$ cat src/design/lobm_pkg.sv
// Shared types and constants of the limit order book matcher.
`default_nettype none
package lobm_pkg;

  localparam int DEF_BOOK_DEPTH      = 16;
  localparam int DEF_NUM_INSTRUMENTS = 5;

  localparam int IN_DATA_W  = 88;
  localparam int OUT_DATA_W = 128;
  localparam int CFG_IDX_W  = 2;
  localparam int QTY_W      = 16;

  localparam logic [CFG_IDX_W-1:0] CFG_MIN_QTY = 2'd0;
  localparam logic [CFG_IDX_W-1:0] CFG_MAX_QTY = 2'd1;
  localparam logic [CFG_IDX_W-1:0] CFG_LOT     = 2'd2;

  localparam logic [1:0] SIDE_BUY  = 2'd1;
  localparam logic [1:0] SIDE_SELL = 2'd2;

  localparam logic [1:0] ST_NEW     = 2'd0;
  localparam logic [1:0] ST_REJECT  = 2'd1;
  localparam logic [1:0] ST_FILL    = 2'd2;
  localparam logic [1:0] ST_PARTIAL = 2'd3;

  localparam logic [2:0] RSN_OK     = 3'd0;
  localparam logic [2:0] RSN_FIELDS = 3'd1;
  localparam logic [2:0] RSN_INSTR  = 3'd2;
  localparam logic [2:0] RSN_SIDE   = 3'd3;
  localparam logic [2:0] RSN_PRICE  = 3'd4;
  localparam logic [2:0] RSN_SIZE   = 3'd5;

  typedef enum logic [1:0] {
    ADDR_OPP_HEAD, ADDR_OPP_IDX, ADDR_OWN_IDX, ADDR_OWN_IDXM1
  } addr_sel_e;

  typedef enum logic [2:0] {
    WR_NONE, WR_HEAD_QTY, WR_SHIFT_UP, WR_SHIFT_DN, WR_NEW
  } wr_sel_e;

  typedef enum logic [2:0] {
    PEND_NONE, PEND_REJ, PEND_NEW, PEND_IN, PEND_RS
  } pend_op_e;

  typedef enum logic [2:0] {
    IDX_HOLD, IDX_ZERO, IDX_ONE, IDX_INC, IDX_DEC, IDX_FILL
  } idx_op_e;

  typedef enum logic [1:0] {
    CNT_HOLD, CNT_DEC_OPP, CNT_INC_OWN
  } cnt_op_e;

  typedef struct packed {
    logic      load;
    logic      div_start;
    logic      div_step;
    logic      rd_en;
    addr_sel_e addr_sel;
    wr_sel_e   wr_sel;
    logic      match_calc;
    logic      apply_match;
    pend_op_e  pend_op;
    logic      flush;
    logic      flush_ovf;
    idx_op_e   idx_op;
    logic      pos_set;
    cnt_op_e   cnt_op;
  } cmd_t;

  typedef struct packed {
    logic [2:0] reason_pre;
    logic       div_done;
    logic       size_bad;
    logic       out_free;
    logic       pend_v;
    logic       rem_zero;
    logic       opp_empty;
    logic       crosses;
    logic       rq_zero;
    logic       idx_lt_oppn;
    logic       idx_eq_ownn;
    logic       idx_gt_pos;
    logic       own_full;
    logic       ins_break;
  } status_t;

endpackage
`default_nettype wire

$ cat src/design/lobm_ctrl.sv
// Sequencing state machine of the order matcher.
`default_nettype none
module lobm_ctrl
  import lobm_pkg::*;
(
  input  logic    clk_i,
  input  logic    rst_ni,
  input  logic    in_valid_i,
  output logic    in_ready_o,
  input  status_t sts_i,
  output cmd_t    cmd_o
);

  localparam logic [4:0] S_IDLE = 5'd0;
  localparam logic [4:0] S_CHK  = 5'd1;
  localparam logic [4:0] S_DIV  = 5'd2;
  localparam logic [4:0] S_SZ   = 5'd3;
  localparam logic [4:0] S_REJ  = 5'd4;
  localparam logic [4:0] S_FLR  = 5'd5;
  localparam logic [4:0] S_MH   = 5'd6;
  localparam logic [4:0] S_MR   = 5'd7;
  localparam logic [4:0] S_EI   = 5'd8;
  localparam logic [4:0] S_ER   = 5'd9;
  localparam logic [4:0] S_UP   = 5'd10;
  localparam logic [4:0] S_SR   = 5'd11;
  localparam logic [4:0] S_SW   = 5'd12;
  localparam logic [4:0] S_END  = 5'd13;
  localparam logic [4:0] S_FL   = 5'd14;
  localparam logic [4:0] S_IS   = 5'd15;
  localparam logic [4:0] S_IC   = 5'd16;
  localparam logic [4:0] S_DS   = 5'd17;
  localparam logic [4:0] S_DW   = 5'd18;

  logic [4:0] state_q, state_d;
  logic       can_pend;

  assign in_ready_o = (state_q == S_IDLE);
  assign can_pend   = !sts_i.pend_v || sts_i.out_free;

  always_comb begin
    state_d = state_q;
    cmd_o   = '0;
    case (state_q)
      S_IDLE: begin
        if (in_valid_i) begin
          cmd_o.load = 1'b1;
          state_d    = S_CHK;
        end
      end
      S_CHK: begin
        if (sts_i.reason_pre != RSN_OK) begin
          state_d = S_REJ;
        end else begin
          cmd_o.div_start = 1'b1;
          state_d         = S_DIV;
        end
      end
      S_DIV: begin
        if (sts_i.div_done) state_d = S_SZ;
        else cmd_o.div_step = 1'b1;
      end
      S_SZ: begin
        state_d = sts_i.size_bad ? S_REJ : S_MH;
      end
      S_REJ: begin
        if (can_pend) begin
          cmd_o.pend_op = PEND_REJ;
          state_d       = S_FLR;
        end
      end
      S_FLR: begin
        if (sts_i.out_free) begin
          cmd_o.flush = 1'b1;
          state_d     = S_IDLE;
        end
      end
      S_MH: begin
        if (sts_i.rem_zero || sts_i.opp_empty) begin
          state_d = S_END;
        end else begin
          cmd_o.rd_en    = 1'b1;
          cmd_o.addr_sel = ADDR_OPP_HEAD;
          state_d        = S_MR;
        end
      end
      S_MR: begin
        if (!sts_i.crosses) begin
          state_d = S_END;
        end else begin
          cmd_o.match_calc = 1'b1;
          state_d          = S_EI;
        end
      end
      S_EI: begin
        if (can_pend) begin
          cmd_o.pend_op = PEND_IN;
          state_d       = S_ER;
        end
      end
      S_ER: begin
        if (can_pend) begin
          cmd_o.pend_op = PEND_RS;
          state_d       = S_UP;
        end
      end
      S_UP: begin
        cmd_o.apply_match = 1'b1;
        if (sts_i.rq_zero) begin
          cmd_o.idx_op = IDX_ONE;
          state_d      = S_SR;
        end else begin
          cmd_o.wr_sel = WR_HEAD_QTY;
          state_d      = S_MH;
        end
      end
      S_SR: begin
        if (sts_i.idx_lt_oppn) begin
          cmd_o.rd_en    = 1'b1;
          cmd_o.addr_sel = ADDR_OPP_IDX;
          state_d        = S_SW;
        end else begin
          cmd_o.cnt_op = CNT_DEC_OPP;
          state_d      = S_MH;
        end
      end
      S_SW: begin
        cmd_o.wr_sel = WR_SHIFT_UP;
        cmd_o.idx_op = IDX_INC;
        state_d      = S_SR;
      end
      S_END: begin
        if (!sts_i.pend_v) cmd_o.pend_op = PEND_NEW;
        state_d = S_FL;
      end
      S_FL: begin
        if (sts_i.out_free) begin
          cmd_o.flush     = 1'b1;
          cmd_o.flush_ovf = !sts_i.rem_zero && sts_i.own_full;
          if (sts_i.rem_zero || sts_i.own_full) begin
            state_d = S_IDLE;
          end else begin
            cmd_o.idx_op = IDX_ZERO;
            state_d      = S_IS;
          end
        end
      end
      S_IS: begin
        if (sts_i.idx_eq_ownn) begin
          cmd_o.pos_set = 1'b1;
          cmd_o.idx_op  = IDX_FILL;
          state_d       = S_DS;
        end else begin
          cmd_o.rd_en    = 1'b1;
          cmd_o.addr_sel = ADDR_OWN_IDX;
          state_d        = S_IC;
        end
      end
      S_IC: begin
        if (sts_i.ins_break) begin
          cmd_o.pos_set = 1'b1;
          cmd_o.idx_op  = IDX_FILL;
          state_d       = S_DS;
        end else begin
          cmd_o.idx_op = IDX_INC;
          state_d      = S_IS;
        end
      end
      S_DS: begin
        if (sts_i.idx_gt_pos) begin
          cmd_o.rd_en    = 1'b1;
          cmd_o.addr_sel = ADDR_OWN_IDXM1;
          state_d        = S_DW;
        end else begin
          cmd_o.wr_sel = WR_NEW;
          cmd_o.cnt_op = CNT_INC_OWN;
          state_d      = S_IDLE;
        end
      end
      S_DW: begin
        cmd_o.wr_sel = WR_SHIFT_DN;
        cmd_o.idx_op = IDX_DEC;
        state_d      = S_DS;
      end
      default: state_d = S_IDLE;
    endcase
  end

  always_ff @(posedge clk_i or negedge rst_ni) begin
    if (!rst_ni) state_q <= S_IDLE;
    else state_q <= state_d;
  end

endmodule
`default_nettype wire

$ cat config.mk
export PLATFORM = sky130hd
export DESIGN_NAME = lobm_ctrl
export DESIGN_NICKNAME = d
export VERILOG_FILES = /design/src/design/lobm_pkg.sv /design/src/design/lobm_ctrl.sv
export SDC_FILE = /design/constraint.sdc
export NUM_CORES = 1
export LEC_CHECK = 0
export ABC_CLOCK_PERIOD_IN_PS = 2200
export BUFFER_PORTS_ARGS = -buffer_cell sky130_fd_sc_hd__buf_2
export CAP_MARGIN = 20
export CORE_MARGIN = 5
export CORE_UTILIZATION = 40
export DETAILED_ROUTE_END_ITERATION = 16
export PLACE_DENSITY = 0.69
export REMOVE_ABC_BUFFERS = 1
export SYNTH_ARGS = -nofsm -noshare
export SYNTH_HDL_FRONTEND = slang
export SYNTH_SLANG_ARGS = --single-unit
$ cat constraint.sdc
create_clock -name clk_i -period 2.2 [get_ports clk_i]
set_input_delay 0 -clock clk_i [delete_from_list [all_inputs] [get_ports clk_i]]
set_output_delay 0 -clock clk_i [all_outputs]
set_load 0.01 [all_outputs]
==> metrics.cfg, run 1 <==
[outcome]
status=finished, final reports clean

[synthesis]
syn_avg_cell_area_um2=7.12
yosys_warning_count=0
synth_commonest_cells=sky130_fd_sc_hd__nor2_1 (13), sky130_fd_sc_hd__nand2_1 (11), sky130_fd_sc_hd__a21oi_1 (9), sky130_fd_sc_hd__o21ai_0 (9), sky130_fd_sc_hd__nor3_1 (8)
synth_seq_cells=5
post_synth_edffs=0
post-synth-top-count-cell=sky130_fd_sc_hd__nor2_1
synthArstFlopShare_pct=100
synthDominantCellAreaShare_pct=13.7
cell_area_after_synthesis_um2=911
main_area_contributors_after_synthesis=sky130_fd_sc_hd__dfrtp_1 (14%), sky130_fd_sc_hd__nor2_1 (5.4%), sky130_fd_sc_hd__a21oi_1 (4.9%), sky130_fd_sc_hd__o21ai_0 (4.9%), sky130_fd_sc_hd__nand2_1 (4.5%)
post_syn_instances=128
yosys.cell_types.count=48
ys.flop_type=sky130_fd_sc_hd__dfrtp_1
synth_sequential_area_ratio_pct=13.7
post-synth-top-area-cell=sky130_fd_sc_hd__dfrtp_1

[critical_path]
crit_path_top_delay_cell=sky130_fd_sc_hd__dfrtp_1
required_time_of_the_worst_setup_path_ns=2.32
crit_path_max_fanout=17
worst-setup-path-type=flop to flop
reg2reg_slack_ns=0.17
reg2reg_depth=5
crit_path_cell_trace=nand2b_1 -> nor2_1 -> a21oi_1 -> o311ai_4 -> mux2_4
worst_path_largest_cell_delay_ns=0.66
critical_path_buf_inv_count=0
worst_r2r_endpoint=state_q[0]
worstReg2RegStart=state_q[1]
start_kind=flop
arrival_ns=2.15
end_kind=flop
critical-path-top-delay-family=flip-flops

[placement]
hpwlAfterDp_mm=2.41
numPlacedInstances=192
placement.io_buffers=41
gp_routability_congestion=0.958
placed_inst_area_um2=1120

[cts]
cts_root_buf=sky130_fd_sc_hd__clkbuf_4
clock_latency_ns=0.24
ctsLongestPathBuffers=2
clock-sinks=5
tritoncts=done
path_clk_slew_ns=0.05
number_of_cts_inserted_buffers=3
post_cts_resized=0
h-tree-depth=1

[floorplanning]
fp.dieH_um=57.7
die_w_um=57.7
floorplan.io_pins=42
placeableCoreArea_um2=2190
initial_core_util_pct=41.6
row_cnt=17
dieArea_um2=3330

[grt]
grt_start_max_net_pins=18
grt_first_pass_wirelength_mm=5.15
first_global_vias=1140
grt_usage_pct=19.1
grt_overflow=0
antenna_found_initial=0

[cells_and_area]
antenna_cells=0
numnets_final=189
area.growth.synth_to_final_pct=27.1
multi_input_comb_area_um2=709
fillerInstances=227
area.sequential_um2=125
post_layout_nonfiller_instances=197
regMostFlops=state_q
layout-drive-gt1-share_pct=36.7
largest_registers=state_q x5
number_of_flip_flops_in_the_largest_register=5
layout.cell_area.non_filler_um2=1160

[routing]
route.vias.total=1179
ant_nets=0
drt_pass1_iterations=4
wl_per_cell_um=15.3
avgViaCountPerCell=5.98
drcViolationCount=0
drt-total-wl_mm=3.01
drt_first_iter_violations=42

[timing]
timing.final.hold_violations=0
setup_repair_after_global_routing_missed_its_margin=false
finalHoldWorstSlack_ns=0.0960
fin_worst_skew_ns=0.00204
final_period_minus_worst_setup_slack_ns=2.03
slew_worst_pin_ns=0.513
setup_violations=0
timing.final.crit_share_pct=92.1
max_clock_freq_mhz=494
slew-limit-headroom_pct=65.8
maxSlewViolCount=0
total_negative_setup_slacks_ns=0

[power_and_ir_drop]
power.density_cell_area_nw_per_um2=1180
report.power.total_mw=1.36
total_leakage_power_nw=0.558
irDropWorstVdd_mv=0.499

[job]
max-cap-violations=0

[hold_path]
worstHoldPathType=input port to async pin

-- cell families (layout without fill, tap and decap cells) --
kind of cell / count (synthesis) / after routing / synth area share (%)
simple gates: 67 / 67 / 42.3
compound gates: 37 / 37 / 29.5
buf+inv: 14 / 55 / 8.38
mux: 5 / 5 / 6.04
flops: 5 / 5 / 13.7
-- what timing repair did --
action,4_1_cts,5_1_grt
buffers inserted,0,0
endpoints found under the hold margin,5,0
hold buffers,1,0
-- routing by layer --
metal | vias up | global-route usage (%) | routed length (µm)
li1 | 560 | - | -
met5 | - | 0 | 0
met3 | 4 | 3.56 | 213
met1 | 559 | 24.4 | 1230
met2 | 56 | 31.9 | 1530
met4 | 0 | 6.29 | 37
-- through the flow --
step / setup WS (ns) / utilization, %
detailed placement: 0.205 / 51.1
global route: 0.0341 / 52.8
CTS: 0.192 / 52.8
floorplan: 0.360 / -
global placement: 0.279 / 51.1
finish: 0.174 / 52.8
-- final cells by class --
| class | count | area share (%) |
|---|---|---|
| clock buffer | 3 | 1.95 |
| inverter | 6 | 1.95 |
| clock inverter | 1 | 0.432 |
| multi-input combinational | 109 | 61.3 |
| tap | 28 | 3.03 |
| timing repair buffer | 45 | 20.5 |
| sequential | 5 | 10.8 |
-- layout by cell type, fill, tap and decap left out, types with 2 or more instances in the layout --
master and count:
sky130_fd_sc_hd__dfrtp_1 5, sky130_fd_sc_hd__or3_1 4, sky130_fd_sc_hd__nor2b_1 5, sky130_fd_sc_hd__nor2_1 13, sky130_fd_sc_hd__o21ai_1 2, sky130_fd_sc_hd__o21ai_0 9, sky130_fd_sc_hd__a21oi_1 9, sky130_fd_sc_hd__inv_2 2
sky130_fd_sc_hd__mux2i_1 4, sky130_fd_sc_hd__nor2b_2 2, sky130_fd_sc_hd__buf_4 3, sky130_fd_sc_hd__nor3b_1 2, sky130_fd_sc_hd__nor3_1 8, sky130_fd_sc_hd__nor4_1 2, sky130_fd_sc_hd__nor3_2 3, sky130_fd_sc_hd__inv_1 4
sky130_fd_sc_hd__and2_1 2, sky130_fd_sc_hd__o31ai_1 2, sky130_fd_sc_hd__a32oi_1 2, sky130_fd_sc_hd__nand3_1 3, sky130_fd_sc_hd__buf_2 41, sky130_fd_sc_hd__nand2_1 11, sky130_fd_sc_hd__clkbuf_4 3, sky130_fd_sc_hd__and3_1 3
-- where the power goes --
group / switching [mW] / total (mW) / internal (mW) / leakage [nW]
sequential: 0.136 / 0.268 / 0.132 / 0.0634
clock: 0.0402 / 0.106 / 0.0659 / 0.0177
combinational: 0.548 / 0.987 / 0.440 / 0.477
-- worst max-delay path by stage --
stage	cells after the start	startpoint	slack, ns	endpoint
3_3_place_gp	5	state_q[1]	0.28	state_q[0]
4_1_cts	5	state_q[1]	0.19	state_q[0]
2_1_floorplan	5	state_q[2]	0.36	state_q[0]
6_report	5	state_q[1]	0.17	state_q[0]
3_5_place_dp	5	state_q[1]	0.21	state_q[0]
5_1_grt	5	state_q[1]	0.03	state_q[0]
Power figures use the tool's default switching activity.
==> inputs of run 2 (changes only) <==
- PLACE_DENSITY: 0.69 -> 0.7
==> run 2 against run 1 <==
Effect of this change: global-route usage shrank 0.53 points; critical endpoint unchanged; sequential power is essentially flat; critical path depth is the same; sequential share of layout area grew 0.082 points; clock skew grew 0.0019 ns.
==> metrics.cfg, run 2 (synthesized netlist as in run 1, its figures left out) <==
[critical_path]
critical_path_buf_inv_count=0
end_kind=flop
crit_path_cell_trace=nand2b_1 -> nor2_1 -> a21oi_1 -> o311ai_4 -> mux2_4
arrival_ns=2.19
crit_path_top_delay_cell=sky130_fd_sc_hd__dfrtp_1
worst-setup-path-type=flop to flop
start_kind=flop
critical-path-top-delay-family=flip-flops
required_time_of_the_worst_setup_path_ns=2.33
crit_path_max_fanout=17
worst_path_largest_cell_delay_ns=0.67

[cts]
cts-hold-fix-buffers=1
post_cts_buffers=0
number_of_cts_inserted_buffers=3
tritoncts=done
cts_root_buf=sky130_fd_sc_hd__clkbuf_4
clock_latency_ns=0.24
h-tree-depth=1
clock-sinks=5
ctsLongestPathBuffers=2
path_clk_slew_ns=0.05
post_cts_resized=0

[timing]
total_negative_setup_slacks_ns=0
maxSlewViolCount=0
max_clock_freq_mhz=485
setup_repair_after_global_routing_missed_its_margin=false
setup_violations=0
slew_worst_pin_ns=0.539
setup_slack_ns=0.139
slew-limit-headroom_pct=64.0
fin_worst_skew_ns=0.00398
finalHoldWorstSlack_ns=0.0976
timing.final.hold_violations=0
timing.final.crit_share_pct=93.7
final_period_minus_worst_setup_slack_ns=2.06

[grt]
grtUsageMet1_pct=24.3
grt.met2_usage_pct=29.8
grt_first_pass_wirelength_mm=5.02
grt_start_max_net_pins=18
gr-max-usage-layer=met2
grt_overflow=0
first_global_vias=1100
grt_usage_pct=18.5
groute.layer.met3.usage_pct=3.12
antenna_found_initial=0

[cells_and_area]
most-common-layout-cells=sky130_fd_sc_hd__buf_2 (41), sky130_fd_sc_hd__nor2_1 (13), sky130_fd_sc_hd__nand2_1 (11)
largest_registers=state_q x5
antenna_cells=0
numnets_final=188
area.growth.synth_to_final_pct=26.1
fillerInstances=238
regMostFlops=state_q
number_of_flip_flops_in_the_largest_register=5
layout-drive-gt1-share_pct=35.7
final_common_cell=sky130_fd_sc_hd__buf_2

[routing]
ant_nets=0
drt_pass1_iterations=4
wl_per_cell_um=15.6
drt_first_iter_violations=34
drcViolationCount=0
drt-total-wl_mm=3.06
avgViaCountPerCell=5.81
route.vias.total=1138

[floorplanning]
initial_core_util_pct=41.6
die_w_um=57.7
row_cnt=17
dieArea_um2=3330
placeableCoreArea_um2=2190
fp.dieH_um=57.7
floorplan.io_pins=42

[placement]
placement.io_buffers=41
pre_cts_setup_slack_ns=0.183
gp_routability_congestion=0.917
hpwlAfterDp_mm=2.45

[power_and_ir_drop]
report.power.total_mw=1.35
irDropWorstVdd_mv=0.543
total_leakage_power_nw=0.550
power.density_cell_area_nw_per_um2=1170

[hold_path]
worstHoldPathType=input port to async pin

[outcome]
status=finished, final reports clean

[job]
max-cap-violations=0

-- run 2: worst register-to-register path, cell delays in order (launching register included) --
cell and delay, ns:
sky130_fd_sc_hd__dfrtp_1 0.67, sky130_fd_sc_hd__nand2b_1 0.32, sky130_fd_sc_hd__nor2_1 0.16, sky130_fd_sc_hd__a21oi_1 0.09
sky130_fd_sc_hd__o311ai_4 0.38, sky130_fd_sc_hd__mux2_4 0.33
-- run 2: layer usage --
metal  wire length (µm)  vias up
met5                  0        -
met3                270        2
met2               1500       60
met4                 21        0
li1                   -      563
met1               1260      513
-- run 2: power breakdown --
part	switching, mW	internal (mW)	total [mW]	leakage, nW
sequential	0.136	0.132	0.268	0.0634
clock	0.0395	0.0687	0.108	0.0150
combinational	0.543	0.429	0.972	0.472
total	0.719	0.629	1.35	0.550
-- run 2: layout make-up --
| cell class | count | area [µm²] | area share [%] |
|---|---|---|---|
| multi-input combinational | 109 | 709 | 61.8 |
| tap | 28 | 35.0 | 3.05 |
| inverter | 6 | 22.5 | 1.96 |
| timing repair buffer | 44 | 230 | 20.0 |
| clock buffer | 4 | 26.3 | 2.29 |
| sequential | 5 | 125 | 10.9 |
-- run 2: per-stage QoR --
step / std cells / cell area (µm²) / utilization (%)
global placement: 191 / 1110 / 50.8
detailed placement: 191 / 1110 / 50.8
CTS: 196 / 1150 / 52.4
global route: 196 / 1150 / 52.4
floorplan: 120 / 857 / -
finish: 196 / 1150 / 52.4
-- run 2: final timing paths --
| path | startpoint | endpoint | slack, ns | cells after the start |
|---|---|---|---|---|
| min | rst_ni | state_q[0] | 0.1 | 2 |
| max reg2reg | state_q[1] | state_q[0] | 0.14 | 5 |
| max in group asynchronous | rst_ni | state_q[2] | 1.97 | 2 |
| min in group clk_i | sts_i[2] | state_q[4] | 0.16 | 3 |
| min reg2reg | state_q[0] | state_q[0] | 0.79 | 2 |
| max | state_q[1] | state_q[0] | 0.14 | 5 |
==> inputs of run 3 (changes only) <==
- ABC_AREA: not set -> 1
- PLACE_DENSITY: 0.7 -> 0.71
==> run 3 against run 2 <==
Effect of this change: hold slack worse by 0.033 ns; synthesized area down 6.0%; critical path depth grew 1; clock-buffer cell count did not move; global-route usage up 1.4 points; die area is 5.0% lower; synthesized cell count is 36% higher; sequential share of layout area rose by 0.28 points; highest routed layer unchanged.
==> metrics.cfg, run 3 <==
[cts]
path_clk_slew_ns=0.04
tritoncts=done
clock_latency_ns=0.23
cts_root_buf=sky130_fd_sc_hd__clkbuf_4
h-tree-depth=1
number_of_cts_inserted_buffers=3
ctsLongestPathBuffers=2
post_cts_resized=0
clock-sinks=5

[floorplanning]
dieArea_um2=3160
floorplan.io_pins=42
placeableCoreArea_um2=2000
fp.dieH_um=56.3
initial_core_util_pct=42.8
row_cnt=16
die_w_um=56.3

[synthesis]
yosys_warning_count=0
ys.flop_type=sky130_fd_sc_hd__dfrtp_1
synthDominantCellAreaShare_pct=28.1
syn_avg_cell_area_um2=4.92
synthArstFlopShare_pct=100
synth_seq_cells=5
main_area_contributors_after_synthesis=sky130_fd_sc_hd__nand2_1 (28%), sky130_fd_sc_hd__dfrtp_1 (15%), sky130_fd_sc_hd__nor2_1 (13%), sky130_fd_sc_hd__nand3_1 (12%), sky130_fd_sc_hd__inv_1 (10%)
yosys.cell_types.count=17
post-synth-top-area-cell=sky130_fd_sc_hd__nand2_1
synth_sequential_area_ratio_pct=14.6
post_syn_instances=174
synth_commonest_cells=sky130_fd_sc_hd__nand2_1 (64), sky130_fd_sc_hd__nor2_1 (29), sky130_fd_sc_hd__inv_1 (23), sky130_fd_sc_hd__nand3_1 (20)
post-synth-top-count-cell=sky130_fd_sc_hd__nand2_1
cell_area_after_synthesis_um2=856
post_synth_edffs=0

[cells_and_area]
regMostFlops=state_q
antenna_cells=0
numnets_final=239
number_of_flip_flops_in_the_largest_register=5
largest_registers=state_q x5
most-common-layout-cells=sky130_fd_sc_hd__nand2_1 (64), sky130_fd_sc_hd__buf_2 (41), sky130_fd_sc_hd__nor2_1 (29)
area.growth.synth_to_final_pct=30.8
final_common_cell=sky130_fd_sc_hd__nand2_1
layout-drive-gt1-share_pct=25.6

[placement]
hpwlAfterDp_mm=2.59
placement.io_buffers=41
gp_routability_congestion=1.00

[critical_path]
crit_path_max_fanout=8
critical_path_buf_inv_count=2
start_kind=flop
end_kind=primary output
crit_path_top_delay_cell=sky130_fd_sc_hd__dfrtp_1
critical-path-top-delay-family=simple AND/OR/NAND/NOR gates
required_time_of_the_worst_setup_path_ns=2.20
worst-setup-path-type=flop to primary output
arrival_ns=1.72
crit_path_cell_trace=inv_2 -> nand2_1 -> nor2_1 -> nand3_1 -> nand4_1 -> buf_2
worst_path_largest_cell_delay_ns=0.46

[timing]
final_period_minus_worst_setup_slack_ns=1.72
slew-limit-headroom_pct=74.8
slew_worst_pin_ns=0.377
timing.final.hold_violations=0
setup_violations=0
fin_worst_skew_ns=0.00329
total_negative_setup_slacks_ns=0
max_clock_freq_mhz=581
setup_repair_after_global_routing_missed_its_margin=false
timing.final.crit_share_pct=78.2
maxSlewViolCount=0

[power_and_ir_drop]
total_leakage_power_nw=0.797
power.density_cell_area_nw_per_um2=990
report.power.total_mw=1.11
irDropWorstVdd_mv=0.780

[grt]
antenna_found_initial=0
grt_usage_pct=19.9
grt_start_max_net_pins=9
first_global_vias=1206
grt_first_pass_wirelength_mm=5.27
grt_overflow=0

[routing]
drt_first_iter_violations=64
wl_met1_mm=1.33
top_layer_used=met4
met2_length_mm=1.32
wl_per_cell_um=12.2
drt_pass1_iterations=5
met3WireLength_um=288
drcViolationCount=0
avgViaCountPerCell=5.02
drt-total-wl_mm=3.01
ant_nets=0
route.vias.total=1236

[outcome]
status=finished, final reports clean

[hold_path]
worstHoldPathType=input port to flop

[job]
max-cap-violations=0

[run 3: changes by cell type in the layout (fill, tap and decap cells not counted), sizes merged, moves of 5 or more]
cell | previous run | this run
a21oi | 9 | 0
inv | 6 | 26
nand2 | 11 | 66
nand3 | 3 | 20
nor2 | 13 | 36
nor2b | 7 | 0
o21ai | 11 | 5
or3 | 5 | 0
[run 3: stage by stage]
step | worst slack [ns] | area (µm²) | instances | hold WS (ns) | util [%]
after floorplan | 0.813 | 845 | 173 | -0.296 | -
after global placement | 0.560 | 1080 | 241 | -0.179 | 54.1
after detailed placement | 0.582 | 1080 | 241 | -0.179 | 54.1
after CTS | 0.489 | 1120 | 246 | 0.0475 | 55.9
after global routing | 0.307 | 1120 | 246 | 0.0614 | 55.9
final | 0.479 | 1120 | 246 | 0.0643 | 55.9
[run 3: per-layer routing]
metal	GRT usage, %	vias up
li1	-	641
met1	27.1	515
met2	30.4	74
met3	3.44	6
met4	8.81	0
met5	0	-
[run 3: final cells by class]
type | instances | area, µm²
flip-flops and latches | 5 | 125
multi-input cells | 142 | 622
clock buffers | 4 | 26.3
repair buffers | 42 | 215
well taps | 27 | 33.8
inverters | 26 | 97.6
fillers | 230 | 882
[run 3: report_power, final]
part / internal (mW) / switching, mW / total, mW
combinational: 0.257 / 0.556 / 0.813
sequential: 0.130 / 0.0627 / 0.193
clock: 0.0684 / 0.0344 / 0.103
total: 0.456 / 0.653 / 1.11
[run 3: path summary, 6_finish.rpt]
path,from,end,slack [ns],cells past startpoint
max in group asynchronous,rst_ni,state_q[0],1.96,2
setup reg to reg,state_q[3],state_q[1],0.54,8
min in group asynchronous,rst_ni,state_q[2],0.11,2
hold reg to reg,state_q[0],state_q[0],0.61,2
setup / recovery,state_q[4],cmd_o[18],0.48,6
hold / removal,sts_i[0],state_q[4],0.06,3
[run 3: worst reg2reg max path, delay by kind of cell, from the launching register on]
kind                   cells  cell delay [ns]
buffers and inverters      1             0.13
and+or+nand+nor            7             0.96
DFF                        1             0.45
[run 3: logic make-up after synthesis]
kind of cell | Yosys count | share of synthesized area, %
simple gates | 135 | 67.8
buf+inv | 27 | 12.7
compound gates | 7 | 4.82
flops | 5 | 14.6
[run 3: what timing repair did]
action,4_1_cts,5_1_grt
buffers inserted,0,0
hold endpoints to repair,5,0
hold buffers,1,0
setup endpoints to repair,0,0
